==> src/rtl/core/isrch_pkg.sv <==
`timescale 1ns / 1ps

package isrch_pkg;

  localparam int DEFAULT_TABLE_DEPTH = 1024;

  localparam int KEY_W   = 32;
  localparam int IDX_W   = 10;
  localparam int SIZE_W  = 11;
  localparam int PROBE_W = 11;
  localparam int WIN_W   = SIZE_W + 1;
  localparam int QUO_W   = SIZE_W;
  localparam int PROD_W  = QUO_W + KEY_W;
  localparam int CNT_W   = $clog2(QUO_W);

  localparam logic CMD_WRITE  = 1'b0;
  localparam logic CMD_SEARCH = 1'b1;

  typedef enum logic [3:0] {
    ST_IDLE,
    ST_LO,
    ST_HI,
    ST_RANGE,
    ST_MUL,
    ST_DIV,
    ST_SUM,
    ST_POS,
    ST_CMP,
    ST_ONE,
    ST_DONE
  } isrch_state_t;

  typedef enum logic [1:0] {
    ADDR_LO,
    ADDR_HI,
    ADDR_POS
  } addr_sel_t;

  typedef struct packed {
    logic      start;
    logic      write;
    addr_sel_t addr_sel;
    logic      cap_lo;
    logic      cap_hi;
    logic      count_probe;
    logic      pos_from_lo;
    logic      mul_load;
    logic      div_step;
    logic      pos_from_sum;
    logic      narrow;
    logic      set_found;
    logic      load_out;
  } isrch_cmd_t;

  typedef struct packed {
    logic is_search;
    logic n_zero;
    logic n_one;
    logic win_empty;
    logic out_range;
    logic ends_equal;
    logic div_last;
    logic hit;
    logic out_free;
  } isrch_status_t;

endpackage

==> src/rtl/core/isrch_ctrl.sv <==
`timescale 1ns / 1ps

module isrch_ctrl import isrch_pkg::*; (
  input  logic          clk,
  input  logic          rst,
  input  logic          in_valid,
  output logic          in_ready,
  input  isrch_status_t st,
  output isrch_cmd_t    cmd
);

  isrch_state_t state, state_next;

  always_ff @(posedge clk) begin
    if (rst) begin
      state <= ST_IDLE;
    end else begin
      state <= state_next;
    end
  end

  always_comb begin
    state_next = state;
    cmd        = '0;
    cmd.addr_sel = ADDR_LO;
    in_ready   = 1'b0;
    unique case (state)
      ST_IDLE: begin
        in_ready = 1'b1;
        if (in_valid) begin
          if (st.is_search) begin
            cmd.start  = 1'b1;
            state_next = st.n_zero ? ST_DONE : ST_LO;
          end else begin
            cmd.write = 1'b1;
          end
        end
      end
      ST_LO: begin
        cmd.addr_sel = ADDR_LO;
        if (st.win_empty) begin
          state_next = ST_DONE;
        end else if (st.n_one) begin
          state_next = ST_ONE;
        end else begin
          state_next = ST_HI;
        end
      end
      ST_HI: begin
        cmd.addr_sel = ADDR_HI;
        cmd.cap_lo   = 1'b1;
        state_next   = ST_RANGE;
      end
      ST_RANGE: begin
        cmd.cap_hi = 1'b1;
        if (st.out_range) begin
          state_next = ST_DONE;
        end else begin
          cmd.count_probe = 1'b1;
          if (st.ends_equal) begin
            cmd.pos_from_lo = 1'b1;
            state_next      = ST_POS;
          end else begin
            state_next = ST_MUL;
          end
        end
      end
      ST_MUL: begin
        cmd.mul_load = 1'b1;
        state_next   = ST_DIV;
      end
      ST_DIV: begin
        cmd.div_step = 1'b1;
        if (st.div_last) begin
          state_next = ST_SUM;
        end
      end
      ST_SUM: begin
        cmd.pos_from_sum = 1'b1;
        state_next       = ST_POS;
      end
      ST_POS: begin
        cmd.addr_sel = ADDR_POS;
        state_next   = ST_CMP;
      end
      ST_CMP: begin
        if (st.hit) begin
          cmd.set_found = 1'b1;
          state_next    = ST_DONE;
        end else begin
          cmd.narrow = 1'b1;
          state_next = ST_LO;
        end
      end
      ST_ONE: begin
        cmd.set_found = st.hit;
        state_next    = ST_DONE;
      end
      ST_DONE: begin
        if (st.out_free) begin
          cmd.load_out = 1'b1;
          state_next   = ST_IDLE;
        end
      end
      default: begin
        state_next = ST_IDLE;
      end
    endcase
  end

endmodule

==> config.mk <==
export PLATFORM = sky130hd
export DESIGN_NAME = isrch_ctrl
export DESIGN_NICKNAME = d
export VERILOG_FILES = /design/src/rtl/core/isrch_pkg.sv /design/src/rtl/core/isrch_ctrl.sv
export SDC_FILE = /design/constraint.sdc
export NUM_CORES = 1
export LEC_CHECK = 0
export BUFFER_PORTS_ARGS = -buffer_cell sky130_fd_sc_hd__clkbuf_2
export CAP_MARGIN = 10
export CORE_AREA = 2 2 39 41
export DETAILED_ROUTE_END_ITERATION = 16
export DIE_AREA = 0 0 41 43
export PLACE_DENSITY = 0.63
export SYNTH_ARGS = -nofsm -noshare
export SYNTH_HDL_FRONTEND = slang
export SYNTH_SLANG_ARGS = --single-unit
==> constraint.sdc <==
create_clock -name clk -period 2.43 [get_ports clk]
set_input_delay 0.243 -clock clk [delete_from_list [all_inputs] [get_ports clk]]
set_output_delay 0.243 -clock clk [all_outputs]
set_load 0.05 [all_outputs]
==> summary.txt <==
Global route
  • Total GRT Usage: 15.7%
  • First-pass GRT wire length: around 1800 um
  • GRT overflow: 0
  • Vias in the first global route: 406
  • Largest net degree at the start of global routing: 17
  • Initial antenna violation count: 0

Final layout
  • Top Registers: state x4
  • Post-Layout Cell Count: 103
  • Commonest non-fill, non-tap cell in the layout: clkbuf_2
  • Number of fill cells: 145
  • Biggest register: state
  • Ant. Diodes: 0
  • Area added between synthesis and finish: 36.3%
  • # nets final: 101
  • Layout Utilization: between 40% and 50%
  • Max reg flops: 4
  • Most frequent cells in the layout: clkbuf_2 (26), nor2_1 (9), nor3_1 (8), nand2_1 (8), dfxtp_1 (4)
  • Share of layout cells above drive strength 1: ~37%

STA
  • Slew HR: about two thirds
  • Fin crit period: 1.93 ns
  • Worst-margin pin slew: 0.528 ns
  • F_max: 0.518 GHz
  • RSZ-0062 raised after global routing: false
  • Hold Violations, Final: 0
  • Max Slew Vio Count: 0
  • Final critical-path share of the clock period: roughly four fifths
  • Final Hold Slack: 0.234 ns
  • Setup tns final: 0 ns
  • Clock skew: 0.00225 ns
  • Finish-stage setup viols: 0

Clock network
  • CTS tree: built
  • Total CTS buffers: 3
  • H-tree depth: 1
  • Post-CTS setup buffers: 0
  • Bufs on Longest Clock Path: 2
  • Root Buffer: clkbuf_4
  • Worst-skew pair later-pin latency: 0.24 ns
  • CTS Hold Bufs: 0
  • Clk slew on worst S/H paths: 0.04 ns
  • Post_cts resized: 0
  • CTS Sinks: 4

Synthesis
  • Yosys reg bits: 4
  • Mapped Cells: between 60 and 70
  • Syn_nets: 76
  • Main synth FF type: dfxtp_1
  • Yosys Warn Count: 0
  • Async S/R FF share, synth: 0%
  • Synth area leader: dfxtp_1
  • Yosys top cell area share: 18.9%
  • Post-synthesis cell type count: 30
  • Mapped Area: 424 um2
  • EDFF count, synth: 0
  • Synth area leaders: dfxtp_1 (19%), nor3_1 (9.4%), nor2_1 (8.0%)
  • Post-Syn Area per Cell: 6.63 um2
  • Post-synthesis sequential area ratio: 18.9%

Pwr
  • Peak supply drop: 0.507 mV
  • Overall power: 0.000797 W
  • Lkg Pwr: 0.273 nW
  • Pwr dens: 1380 nW/um2

Floorplan
  • Top Ports: 27
  • FP Rows: 14
  • Initial core utilization: ~31%
  • Die Y-Extent: roughly 43 um
  • Die W: 41 um
  • Core area: roughly 1400 um2
  • Die area: 1760 um2

Hold path
  • Hold Crit Start: rst
  • Hold crit path type: input port to register

Critical path
  • WP data arrival: approximately 1.7 ns
  • Required time of the critical path: 2.19 ns
  • Crit. Startpoint: state[0]
  • Largest fanout on the critical path: 13
  • Worst Setup End Kind: output port
  • CP Launch Type: register
  • Critical path class: register to output port
  • R2r setup slk: ~0.76 ns
  • Reg2reg start: state[3]

Detailed routing
  • # DRC: 0
  • Initial DRC count: 13
  • Via count: 537
  • Total wire length: ~1100 um
  • Drt via density: 5.21
  • Wire length per cell: between 10 and 15 um
  • Pre-antenna DRT Iters: 4
  • Post-detailed-route count of antenna-violating nets: 0

Outcome
  • Status: complete, no violations

Run
  • Maxcap violations: 0

Placed design
  • PortBufs: 26
  • Placer Congestion: just under 0.8
  • Dpl cells: 100
  • Final HPWL DP: 876 um
[logic make-up after synthesis]
group	count (synthesis)	share of synthesized area [%]
simple gates	40	51.0
flops	4	18.9
mux	1	2.36
xor+xnor	1	2.07
compound gates	11	16.8
buf+inv	7	8.85
[per-stage QoR]
| step | cell area (um2) | setup WS, ns |
|---|---|---|
| 5_1_grt | 578 | 0.359 |
| 3_5_place_dp | 556 | 0.754 |
| 3_3_place_gp | 556 | 0.765 |
| 6_report | 578 | 0.499 |
| 2_1_floorplan | 439 | 0.0203 |
| 4_1_cts | 578 | 0.498 |
[worst paths after layout]
path | end | cells after the start
min | state[2] | 2
max reg2reg | state[0] | 3
max | cmd[6] | 3
min reg2reg | state[2] | 2
[Yosys cell counts (2+ instances only)]
master / number
a21oi_1: 3
and3b_1: 2
buf_2: 3
buf_4: 2
dfxtp_1: 4
nand2_1: 8
nor2_1: 9
nor3_1: 8
nor4_1: 2
o21ai_0: 2
o21ai_1: 2
[worst max-delay path: stages (launching register included)]
cell	delay, ns
dfxtp_1	0.62
and4bb_2	0.36
and3b_1	0.19
clkbuf_2	0.29
[where the power goes]
| part | leakage, nW | switching [W] | internal (W) |
|---|---|---|---|
| combinational | 0.227 | 0.000350 | 0.000177 |
| clock | 0.0138 | 0.0000288 | 0.0000554 |
| sequential | 0.0326 | 0.0000961 | 0.0000903 |
[per-layer routing]
metal | track usage, % | vias to the layer above | wire length (um)
met1 | 20.6 | 233 | 531
met4 | 6.00 | 0 | 8
met3 | 9.42 | 2 | 123
met2 | 20.3 | 25 | 479
li1 | - | 277 | -
met5 | 0 | - | 0
[layout make-up]
cell class / instances / area [um2] / share of cell area [%]
well taps: 16 / 20.0 / 3.46
clock buffers: 3 / 22.5 / 3.90
flip-flops and latches: 4 / 80.1 / 13.9
inverters: 1 / 3.75 / 0.649
repair buffers: 26 / 130 / 22.5
multi-input cells: 53 / 322 / 55.6
(Power assumes the default switching activity.)
